===== src/assert_macros.svh =====
// Assertion helpers for the block; each expects clk and rst_n in scope.
`ifndef ASSERT_MACROS_SVH
`define ASSERT_MACROS_SVH
`ifndef NO_ASSERTIONS
// Check that a condition implies another one in the same cycle.
`define TVP_ASSERT_SAME(lbl, ant, cons) \
    lbl: assert property (@(posedge clk) disable iff (!rst_n) (ant) |-> (cons)) \
        else $error("same-cycle check failed");
// Check that a condition implies another one in the next cycle.
`define TVP_ASSERT_NEXT(lbl, ant, cons) \
    lbl: assert property (@(posedge clk) disable iff (!rst_n) (ant) |=> (cons)) \
        else $error("next-cycle check failed");
`else
`define TVP_ASSERT_SAME(lbl, ant, cons)
`define TVP_ASSERT_NEXT(lbl, ant, cons)
`endif
`endif


===== src/tvp_pkg.sv =====
package tvp_pkg;

    // Configuration register indexes
    localparam logic [1:0] CFG_TARGET_POSITION = 2'd0;
    localparam logic [1:0] CFG_MAX_SPEED       = 2'd1;
    localparam logic [1:0] CFG_ACCEL_RATE      = 2'd2;
    localparam logic [1:0] CFG_DECEL_RATE      = 2'd3;

    // Reset deceleration: -1.0 in Q16.16
    localparam logic [31:0] DECEL_RESET = 32'hFFFF_0000;

    // Number of quotient bits produced by the divider
    localparam int DIV_BITS = 32;

    typedef struct packed {
        logic signed [31:0] measured_position;
        logic        [15:0] time_step;
    } in_t;

    typedef struct packed {
        logic signed [31:0] new_velocity;
        logic signed [31:0] accel_estimate;
        logic               step_was_zero;
    } out_t;

    typedef enum logic [3:0] {
        S_IDLE,
        S_MUL_DIST,
        S_MUL_STOP,
        S_DECIDE,
        S_MUL_RATE,
        S_UPDATE,
        S_DIFF,
        S_DIV_SETUP,
        S_DIV,
        S_FINISH
    } state_t;

endpackage


===== src/trapezoidal_velocity_profile.sv =====
// Trapezoidal velocity profile generator in Q16.16. Each transaction on the
// input carries the measured position and the time step (Q0.16 seconds); the
// block updates its held velocity (brake when the remaining distance is at most
// v*v/|decel|, else accelerate and clamp at max_speed) and returns the new
// velocity with the acceleration estimate (velocity change / time step). An
// item makes three passes through one shared 32x32 multiplier with the update
// steps between them, then goes through a restoring divider that produces one
// quotient bit per cycle. A zero time step or a quotient of 2^32 or more skips
// the divider. The input is ready only while no item is in work, so a new item
// is taken only after the last one has left its final step. A finished result
// waits in the output register and does not block the next input; that next
// item holds at its last step until the register frees. Configuration writes
// take effect at once and belong in idle time.
`include "assert_macros.svh"

module trapezoidal_velocity_profile (
    input  logic           clk,
    input  logic           rst_n,
    input  logic           in_valid,
    output logic           in_ready,
    input  tvp_pkg::in_t   in_data,
    output logic           out_valid,
    input  logic           out_ready,
    output tvp_pkg::out_t  out_data,
    input  logic           cfg_write_en,
    input  logic [1:0]     cfg_index,
    input  logic [31:0]    cfg_data
);

    localparam int CNT_W = $clog2(tvp_pkg::DIV_BITS);
    localparam logic [CNT_W-1:0] CNT_LAST = CNT_W'(tvp_pkg::DIV_BITS - 1);

    // Control and state registers
    tvp_pkg::state_t state_reg, state_next;
    logic            out_valid_reg, out_valid_next;
    logic [31:0]     target_reg;
    logic [30:0]     max_speed_reg;
    logic [30:0]     accel_reg;
    logic [31:0]     decel_reg;
    logic [31:0]     held_reg, held_next;
    logic [CNT_W-1:0] cnt_reg, cnt_next;

    // Datapath registers
    logic [31:0]     rem_reg, rem_next;
    logic [31:0]     vm_reg, vm_next;
    logic [31:0]     dm_reg, dm_next;
    logic [15:0]     step_reg, step_next;
    logic [63:0]     prod_reg, prod_next;
    logic [63:0]     dist_reg, dist_next;
    logic            brake_reg, brake_next;
    logic [31:0]     nv_reg, nv_next;
    logic [32:0]     dmag_reg, dmag_next;
    logic            dneg_reg, dneg_next;
    logic            ovf_reg, ovf_next;
    logic [15:0]     drem_reg, drem_next;
    logic [31:0]     shreg_reg, shreg_next;
    tvp_pkg::out_t   out_reg, out_next;

    // Shared multiplier operands
    logic [31:0]     mul_a, mul_b;

    // Intermediate values
    logic [32:0]     pos_diff;
    logic [31:0]     rate_m;
    logic [33:0]     v_ext;
    logic [33:0]     m_ext;
    logic [33:0]     brake_sum;
    logic [33:0]     accel_sum;
    logic [32:0]     vel_diff;
    logic [16:0]     trial;
    logic            trial_ge;
    logic            q_big;
    logic [31:0]     acc_val;

    assign in_ready  = (state_reg == tvp_pkg::S_IDLE);
    assign out_valid = out_valid_reg;
    assign out_data  = out_reg;

    // Sequencer and datapath next values
    always_comb
    begin
        state_next     = state_reg;
        out_valid_next = out_valid_reg;
        held_next      = held_reg;
        cnt_next       = cnt_reg;
        rem_next       = rem_reg;
        vm_next        = vm_reg;
        dm_next        = dm_reg;
        step_next      = step_reg;
        dist_next      = dist_reg;
        brake_next     = brake_reg;
        nv_next        = nv_reg;
        dmag_next      = dmag_reg;
        dneg_next      = dneg_reg;
        ovf_next       = ovf_reg;
        drem_next      = drem_reg;
        shreg_next     = shreg_reg;
        out_next       = out_reg;
        mul_a          = rem_reg;
        mul_b          = dm_reg;

        pos_diff  = {target_reg[31], target_reg}
                  - {in_data.measured_position[31], in_data.measured_position};
        rate_m    = prod_reg[47:16];
        v_ext     = {{2{held_reg[31]}}, held_reg};
        m_ext     = {2'b00, rate_m};
        brake_sum = decel_reg[31] ? (v_ext - m_ext) : (v_ext + m_ext);
        accel_sum = v_ext + m_ext;
        vel_diff  = {nv_reg[31], nv_reg} - {held_reg[31], held_reg};
        trial     = {drem_reg, shreg_reg[31]};
        trial_ge  = (trial >= {1'b0, step_reg});
        q_big     = ovf_reg | shreg_reg[31];
        if (q_big)
        begin
            acc_val = dneg_reg ? 32'h8000_0000 : 32'h7FFF_FFFF;
        end
        else
        begin
            acc_val = dneg_reg ? (32'd0 - shreg_reg) : shreg_reg;
        end

        // Drop the result once the consumer takes it
        if (out_valid_reg && out_ready)
        begin
            out_valid_next = 1'b0;
        end

        unique case (state_reg)
            tvp_pkg::S_IDLE:
            begin
                if (in_valid)
                begin
                    rem_next   = pos_diff[32] ? 32'(33'd0 - pos_diff) : pos_diff[31:0];
                    vm_next    = held_reg[31] ? (32'd0 - held_reg) : held_reg;
                    dm_next    = decel_reg[31] ? (32'd0 - decel_reg) : decel_reg;
                    step_next  = in_data.time_step;
                    state_next = tvp_pkg::S_MUL_DIST;
                end
            end
            tvp_pkg::S_MUL_DIST:
            begin
                // Remaining distance times deceleration magnitude
                mul_a      = rem_reg;
                mul_b      = dm_reg;
                state_next = tvp_pkg::S_MUL_STOP;
            end
            tvp_pkg::S_MUL_STOP:
            begin
                // Velocity squared
                dist_next  = prod_reg;
                mul_a      = vm_reg;
                mul_b      = vm_reg;
                state_next = tvp_pkg::S_DECIDE;
            end
            tvp_pkg::S_DECIDE:
            begin
                brake_next = (dm_reg == 32'd0) || (dist_reg <= prod_reg);
                state_next = tvp_pkg::S_MUL_RATE;
            end
            tvp_pkg::S_MUL_RATE:
            begin
                // Rate magnitude times time step
                mul_a      = brake_reg ? dm_reg : {1'b0, accel_reg};
                mul_b      = {16'd0, step_reg};
                state_next = tvp_pkg::S_UPDATE;
            end
            tvp_pkg::S_UPDATE:
            begin
                if (brake_reg)
                begin
                    if (held_reg[31])
                    begin
                        nv_next = 32'd0;
                    end
                    else if ($signed(brake_sum) > $signed(34'sh0_7FFF_FFFF))
                    begin
                        nv_next = 32'h7FFF_FFFF;
                    end
                    else if ($signed(brake_sum) < $signed(-34'sh0_8000_0000))
                    begin
                        nv_next = 32'h8000_0000;
                    end
                    else
                    begin
                        nv_next = brake_sum[31:0];
                    end
                end
                else if ($signed(held_reg) < $signed({1'b0, max_speed_reg}))
                begin
                    if ($signed(accel_sum) > $signed({3'b000, max_speed_reg}))
                    begin
                        nv_next = {1'b0, max_speed_reg};
                    end
                    else
                    begin
                        nv_next = accel_sum[31:0];
                    end
                end
                else
                begin
                    nv_next = {1'b0, max_speed_reg};
                end
                state_next = tvp_pkg::S_DIFF;
            end
            tvp_pkg::S_DIFF:
            begin
                dneg_next  = vel_diff[32];
                dmag_next  = vel_diff[32] ? (33'd0 - vel_diff) : vel_diff;
                state_next = tvp_pkg::S_DIV_SETUP;
            end
            tvp_pkg::S_DIV_SETUP:
            begin
                // Quotient of 2^32 or more saturates without dividing
                drem_next  = dmag_reg[31:16];
                shreg_next = {dmag_reg[15:0], 16'd0};
                cnt_next   = '0;
                ovf_next   = 1'b0;
                if (step_reg == 16'd0)
                begin
                    shreg_next = 32'd0;
                    dneg_next  = 1'b0;
                    state_next = tvp_pkg::S_FINISH;
                end
                else if (dmag_reg[32:16] >= {1'b0, step_reg})
                begin
                    ovf_next   = 1'b1;
                    state_next = tvp_pkg::S_FINISH;
                end
                else
                begin
                    state_next = tvp_pkg::S_DIV;
                end
            end
            tvp_pkg::S_DIV:
            begin
                // Produce one quotient bit
                drem_next  = trial_ge ? 16'(trial - {1'b0, step_reg}) : trial[15:0];
                shreg_next = {shreg_reg[30:0], trial_ge};
                cnt_next   = cnt_reg + 1'b1;
                if (cnt_reg == CNT_LAST)
                begin
                    state_next = tvp_pkg::S_FINISH;
                end
            end
            tvp_pkg::S_FINISH:
            begin
                // Hold until the output register is free
                if (!out_valid_reg || out_ready)
                begin
                    out_next.new_velocity   = nv_reg;
                    out_next.accel_estimate = acc_val;
                    out_next.step_was_zero  = (step_reg == 16'd0);
                    out_valid_next          = 1'b1;
                    held_next               = nv_reg;
                    state_next              = tvp_pkg::S_IDLE;
                end
            end
            default:
            begin
                state_next = tvp_pkg::S_IDLE;
            end
        endcase

        prod_next = mul_a * mul_b;
    end

    // Control and configuration registers
    always_ff @(posedge clk or negedge rst_n)
    begin
        if (!rst_n)
        begin
            state_reg     <= tvp_pkg::S_IDLE;
            out_valid_reg <= 1'b0;
            held_reg      <= 32'd0;
            cnt_reg       <= '0;
            target_reg    <= 32'd0;
            max_speed_reg <= 31'd0;
            accel_reg     <= 31'd0;
            decel_reg     <= tvp_pkg::DECEL_RESET;
        end
        else
        begin
            state_reg     <= state_next;
            out_valid_reg <= out_valid_next;
            held_reg      <= held_next;
            cnt_reg       <= cnt_next;
            if (cfg_write_en)
            begin
                unique case (cfg_index)
                    tvp_pkg::CFG_TARGET_POSITION: target_reg    <= cfg_data;
                    tvp_pkg::CFG_MAX_SPEED:       max_speed_reg <= cfg_data[30:0];
                    tvp_pkg::CFG_ACCEL_RATE:      accel_reg     <= cfg_data[30:0];
                    tvp_pkg::CFG_DECEL_RATE:      decel_reg     <= cfg_data;
                    default:                      target_reg    <= target_reg;
                endcase
            end
        end
    end

    // Datapath registers
    always_ff @(posedge clk)
    begin
        rem_reg   <= rem_next;
        vm_reg    <= vm_next;
        dm_reg    <= dm_next;
        step_reg  <= step_next;
        prod_reg  <= prod_next;
        dist_reg  <= dist_next;
        brake_reg <= brake_next;
        nv_reg    <= nv_next;
        dmag_reg  <= dmag_next;
        dneg_reg  <= dneg_next;
        ovf_reg   <= ovf_next;
        drem_reg  <= drem_next;
        shreg_reg <= shreg_next;
        out_reg   <= out_next;
    end

    // Divider remainder stays below the divisor
    `TVP_ASSERT_SAME(a_div_rem, state_reg == tvp_pkg::S_DIV, drem_reg < step_reg)
    // A zero time step reports zero acceleration
    `TVP_ASSERT_SAME(a_zero_step, out_valid_reg && out_reg.step_was_zero,
                     out_reg.accel_estimate == 32'sd0)
    // Publishing a result also updates the held velocity
    `TVP_ASSERT_NEXT(a_publish,
                     state_reg == tvp_pkg::S_FINISH && (!out_valid_reg || out_ready),
                     out_valid_reg && held_reg == out_reg.new_velocity)

endmodule

===== config.mk =====
export PLATFORM = sky130hd
export DESIGN_NAME = trapezoidal_velocity_profile
export DESIGN_NICKNAME = d
export VERILOG_FILES = /design/src/tvp_pkg.sv /design/src/trapezoidal_velocity_profile.sv
export VERILOG_INCLUDE_DIRS = /design/src /design/src/src
export SDC_FILE = /design/constraint.sdc
export NUM_CORES = 2
export LEC_CHECK = 0
export BUFFER_PORTS_ARGS = -buffer_cell sky130_fd_sc_hd__buf_2
export CAP_MARGIN = 30
export CORE_UTILIZATION = 45
export DETAILED_ROUTE_END_ITERATION = 10
export GPL_ROUTABILITY_DRIVEN = 0
export PLACE_DENSITY = 0.75
export SLEW_MARGIN = 15
export SYNTH_ARGS = -nofsm -noshare
export SYNTH_HDL_FRONTEND = slang
export SYNTH_SLANG_ARGS = --single-unit

===== constraint.sdc =====
create_clock -name clk -period 10.5 [get_ports clk]
set_input_delay 2.1 -clock clk [delete_from_list [all_inputs] [get_ports clk]]
set_output_delay 2.1 -clock clk [all_outputs]
set_load 0.01 [all_outputs]

* Yosys cells after proc, flatten, opt, wreduce, memory -nomap -nowiden
Index checks and enable logic that the tools add are counted.
** Operators by class
- Div/mod/pow operators :: 0
- Add/sub/neg operators :: 11
- Shift operators :: 0
- Multiply operators :: 1
- Magnitude comparators :: 7
- Reduce and logical (&&, ||, !) cells :: 18
- Bitwise gates (word level) :: 1
- Mux-type cells :: 34
- Equal/unequal tests :: 17
** Operators by type and width (count)
- 32-bit two-way mux :: 13
- 32-bit case mux with 2 select lines :: 3
- 1-bit by 32-bit subtractor with 32-bit output, first input constant :: 4
- 32-bit by 32-bit subtractor with 33-bit output :: 2
- 64-bit less-or-equal comparator :: 1
- 32-bit by 32-bit multiplier with 64-bit output :: 1
- 31-bit two-way mux :: 2
- 4-bit case mux with 10 select lines :: 1
- 32-bit by 33-bit adder with 34-bit output :: 1
- 17-bit by 16-bit >= comparator with 1-bit output :: 2
- 34-bit by 32-bit > comparator with 1-bit output :: 1
- 34-bit by 32-bit > comparator with 1-bit output, second input constant :: 1
- 34-bit by 32-bit less-than comparator with 1-bit output, second input constant :: 1
- 34-bit two-way mux :: 1
- 32-bit by 33-bit subtractor with 34-bit output :: 1
- 1-bit by 33-bit subtractor with 33-bit output, first input constant :: 1
- 32-bit zero test :: 1
- 32-bit less-than comparator :: 1
- 16-bit case mux with 2 select lines :: 1
- 4-bit by 3-bit == test with 1-bit output, second input constant :: 4
- 16-bit zero test :: 1
- 16-bit two-way mux :: 1
- 16-bit subtractor :: 1
- 2-bit AND reduction :: 7
- other kinds (20) :: 36
** Storage, ports and cells
- Memories :: 0
- Register bits :: 589
- Memory bits (read-only) :: 0
- Output and inout port bits :: 67
- Bits in latches :: 0
- Bits in writable memories :: 0

* Longest topological paths before layout
- Depth in word-level cells :: 7
- Depth in mapped cells :: 37
- Gate-level depth less buffers :: 33

* Worst setup path before layout
OpenSTA, ideal clock, no wires.
- Path type :: register -> register
- From :: register state_reg[1]
- To :: register prod_reg[63]
- Buffers on the path :: 4
- Arrival time :: 10248 ps
- Library setup time :: 72 ps
- Data required time :: 10428 ps
- Stages on the path, launching flop included :: 30
- Clock period less this slack :: 10320 ps
- Setup slack :: 180 ps
- Cells stage by stage :: dfrtp_1 > clkbuf_1 > nand2b_1 > nor3_1 > clkbuf_1 > clkbuf_1 > a22o_1 > clkbuf_1 > nand2_1 > fa_1 > fa_1 > inv_1 > fa_1 > fa_1 > fa_1 > fa_1 > fa_1 > fa_1 > ha_1 > a21o_1 > a21o_1 > a21oi_1 > o21ai_0 > or2_2 > o21ai_0 > o31ai_1 > a211oi_1 > o2111ai_1 > a21oi_1 > xnor2_1
** Between the ends
- Word-level cells in the longest chain between the ends :: 3
- Elaborated cells between the ends (all ways) :: 5
** RTL lines
- start: declaration :: line trapezoidal_velocity_profile.sv:34 : tvp_pkg::state_t state_reg, state_next;
- start signal: assignment :: line trapezoidal_velocity_profile.sv:272 : state_reg <= tvp_pkg::S_IDLE;
- start signal: assignment :: line trapezoidal_velocity_profile.sv:283 : state_reg <= state_next;
- 4-bit by 3-bit == test with 1-bit output or 4-bit by 2-bit == test with 1-bit output (tied branches) :: line trapezoidal_velocity_profile.sv:128 : unique case (state_reg)
- 32-bit case mux with 2 select lines :: line trapezoidal_velocity_profile.sv:128
- 32-bit by 32-bit multiplier with 64-bit output (*) :: line trapezoidal_velocity_profile.sv:264 : prod_next = mul_a * mul_b;
- via prod_next[63] :: line trapezoidal_velocity_profile.sv:48 : logic [63:0] prod_reg, prod_next;
- end signal: assignment :: line trapezoidal_velocity_profile.sv:307 : prod_reg <= prod_next;
- end: declaration :: line trapezoidal_velocity_profile.sv:48
The timed path passes the listed nets; every way through them passes the cells marked *.
A chain may end at the register's enable or synchronous reset.

* Worst setup path in the final report
- From :: register state_reg[0]
- To :: register prod_reg[51]
Same word-level chain as after synthesis.

==> run summary <==
Fin nets: 8835
Fill cells: 13500
Maxcap violations: 0
Total stage count of the critical path: 31
Initial antenna violation count: 10
Max FFs per register: 65
Worst Tran Pin Value: 1220 ps
Die area: 154000 um2
Status: completed
Period utilisation layout: 0.995
Worst path required time: 11020 ps
Clk_skew: 91.5 ps
Worst r2r path cells: 31
Max Slew Vio Count: 0
Post-route ant nets: 0
# DRC: 0
Worst Hold Class: flip-flop to flip-flop
Worst path bufs/invs: 7
# setup viols final: 0
Sequential-to-total area share from yosys stat: 0.237
Slowest cell on crit path: a31oi_1
Asr flop ratio synth: 0.285
Synth warnings: 0
Fin Hold WS: 432 ps
RSZ-0062 raised after global routing: true
Skew-Pair Late Insertion Delay: 720 ps
Hold buffer count at CTS: 0
Total CTS buffers: 61
Multi-input gate area: 47200 um2
WL final: 221000 um
DR vias/cell: 5.98
Kind of cell adding the most delay to the critical path: adder cells
R2R Setup Slk: 60 ps
CTS tree: yes
Width of the die: 392 um
Crit path from: state_reg[0]$_DFFE_PN0P_
Critical path's largest stage delay: 590 ps
Post-Syn Instances: 7242
First-pass GRT wire length: 336000 um
Syn_nets: 8786
Largest net degree at the start of global routing: 102
Layout cell share with drive strength beyond 1: 0.0941
Period minus WS final: 10440 ps
Initial Utilization: 0.456
Final setup TNS: 0 ps
Syn_area_per_cell: 9.47 um2
Post-synth EDFFs: 357
Worst hold stages: 0
Clk buf depth: 3
Most frequent CP cell: fa_1
Setup CP Type: flip-flop to flip-flop
Area delta synth->final: 8.70%
DR iter-0 viols: 6679
FF-to-FF Start: state_reg[0]$_DFFE_PN0P_
F_max: 95.7 MHz
Hold Fails Final Rpt: 0
Tot GR Track Use: 0.288
Synth unique cells: 90
Count of buffers from port buffering: 153
Worst setup EP type: flip-flop
Vias post-DR: 56000
Seq cells post-synth: 589
Synthesized area: 68600 um2
Max-slew headroom: 0.186
H-tree depth: 2
Setup crit start kind: flip-flop
Largest fanout on the critical path: 101
Final HPWL DP: 174000 um
DR pass1 iterations: 7
Top-level port count: 154
Sink Count: 589
Flip-flop and latch area: 16200 um2
Core ar.: 150000 um2
Wirelength per Cell: 23.6 um
Die Y: 392 um
Top FF cell, synth: edfxtp_1
Rows: 142
Worst Path Arrival: 10960 ps
Root buf cell: clkbuf_16
Total grt overflow: 0
Worst-path clk slew: 60 ps
Worst Hold Launch: prod_reg[7]$_DFF_P_
Vias in the first global route: 56300
[what timing repair did]
action,CTS,global route
setup buffers,0,3
gates resized for setup,0,8
endpoints found under the setup margin,0,10
endpoints found under the hold margin,0,0
[area by class of cell]
type	count	area share
multi-input combinational	5178	0.633
sequential	589	0.218
inverter	1142	0.0575
tap	2016	0.0338
timing repair buffer	319	0.0286
clock buffer	78	0.0228
clock inverter	38	0.00614
antenna	2	0.0000671
[final timing paths]
path                                                   end
worst max-delay path                  prod_reg[51]$_DFF_P_
worst min-delay path                 dist_reg[7]$_DFFE_PN_
worst max register to register        prod_reg[51]$_DFF_P_
worst min register to register       dist_reg[7]$_DFFE_PN_
max in group asynchronous        decel_reg[21]$_DFFE_PN1P_
min in group asynchronous       target_reg[14]$_DFFE_PN0P_
[worst reg2reg max path: cells and delay by family, from the launching register on]
kind	cells	cell delay, ps
buffers and inverters	7	970
flip-flops	1	510
XOR/XNOR	1	160
AND/OR/NAND/NOR	6	1450
AO/OA/AOI/OAI	8	3070
adder cells (fa/ha/maj)	9	4080
[cells in the mapped netlist, types with 83 or more instances]
cell / instances / share of area
a21oi_1: 253 / 0.018
dfrtp_1: 152 / 0.055
mux2i_1: 83 / 0.012
xnor2_1: 233 / 0.030
mux2_2: 128 / 0.021
a21o_1: 141 / 0.015
nand2_1: 683 / 0.037
inv_1: 1141 / 0.062
nor2_1: 812 / 0.044
fa_1: 901 / 0.26
o21ai_0: 268 / 0.020
edfxtp_1: 357 / 0.16
clkbuf_1: 305 / 0.017
ha_1: 556 / 0.10
[kinds of logic after synthesis]
logic type	after synthesis	share of synthesized area
AOI/OAI and AO/OA	1194	0.117
xor gates and xnor gates	301	0.0384
adders and majority gates	1457	0.364
buffers and inverters	1475	0.0809
DFF	589	0.237
muxes	211	0.0331
and+or+nand+nor	2015	0.129
[metal layers]
| layer | global-route usage | part of all wire | up-vias |
|---|---|---|---|
| li1 | - | - | 24000 |
| met2 | 0.433 | 0.43 | 3629 |
| met1 | 0.369 | 0.37 | 27400 |
| met5 | 0 | 0.00078 | - |
| met3 | 0.0898 | 0.13 | 888 |
| met4 | 0.160 | 0.068 | 16 |
[cells in the final DEF, fill, tap and decap left out, types with 24 or more instances in the layout]
cell type	count
a21oi_1	251
inv_1	1140
o21a_1	33
dfrtp_1	152
a221o_1	31
fa_1	901
a211o_1	25
a221oi_2	25
nand2_1	683
edfxtp_1	357
mux2_2	128
nor3_1	45
o21ai_0	268
o211ai_1	36
mux2i_1	83
nor2_1	809
nand2b_1	46
or3_1	48
dfxtp_1	64
o21bai_1	29
buf_2	153
nand4_1	59
o221ai_1	24
o31ai_1	40
buf_4	156
a211oi_1	29
and2_1	47
nand3_1	74
xor2_1	68
xnor2_1	233
clkbuf_16	63
nor2b_1	44
ha_1	556
a31oi_1	48
and3_1	31
a21o_1	141
nor4_1	31
[metrics by stage]
stage	area, um2	utilization	setup WS [ps]	std cells
after floorplan	68600	-	180	7242
after global placement	72200	0.480	233	9233
after detailed placement	72300	0.480	315	9236
after CTS	74400	0.495	167	9352
after global routing	74600	0.495	-38.7	9360
final	74600	0.495	56.0	9362
Power is left out: the tool's default activity adds up to more than one toggle a clock period on the data nets, which glitch-free logic cannot reach.
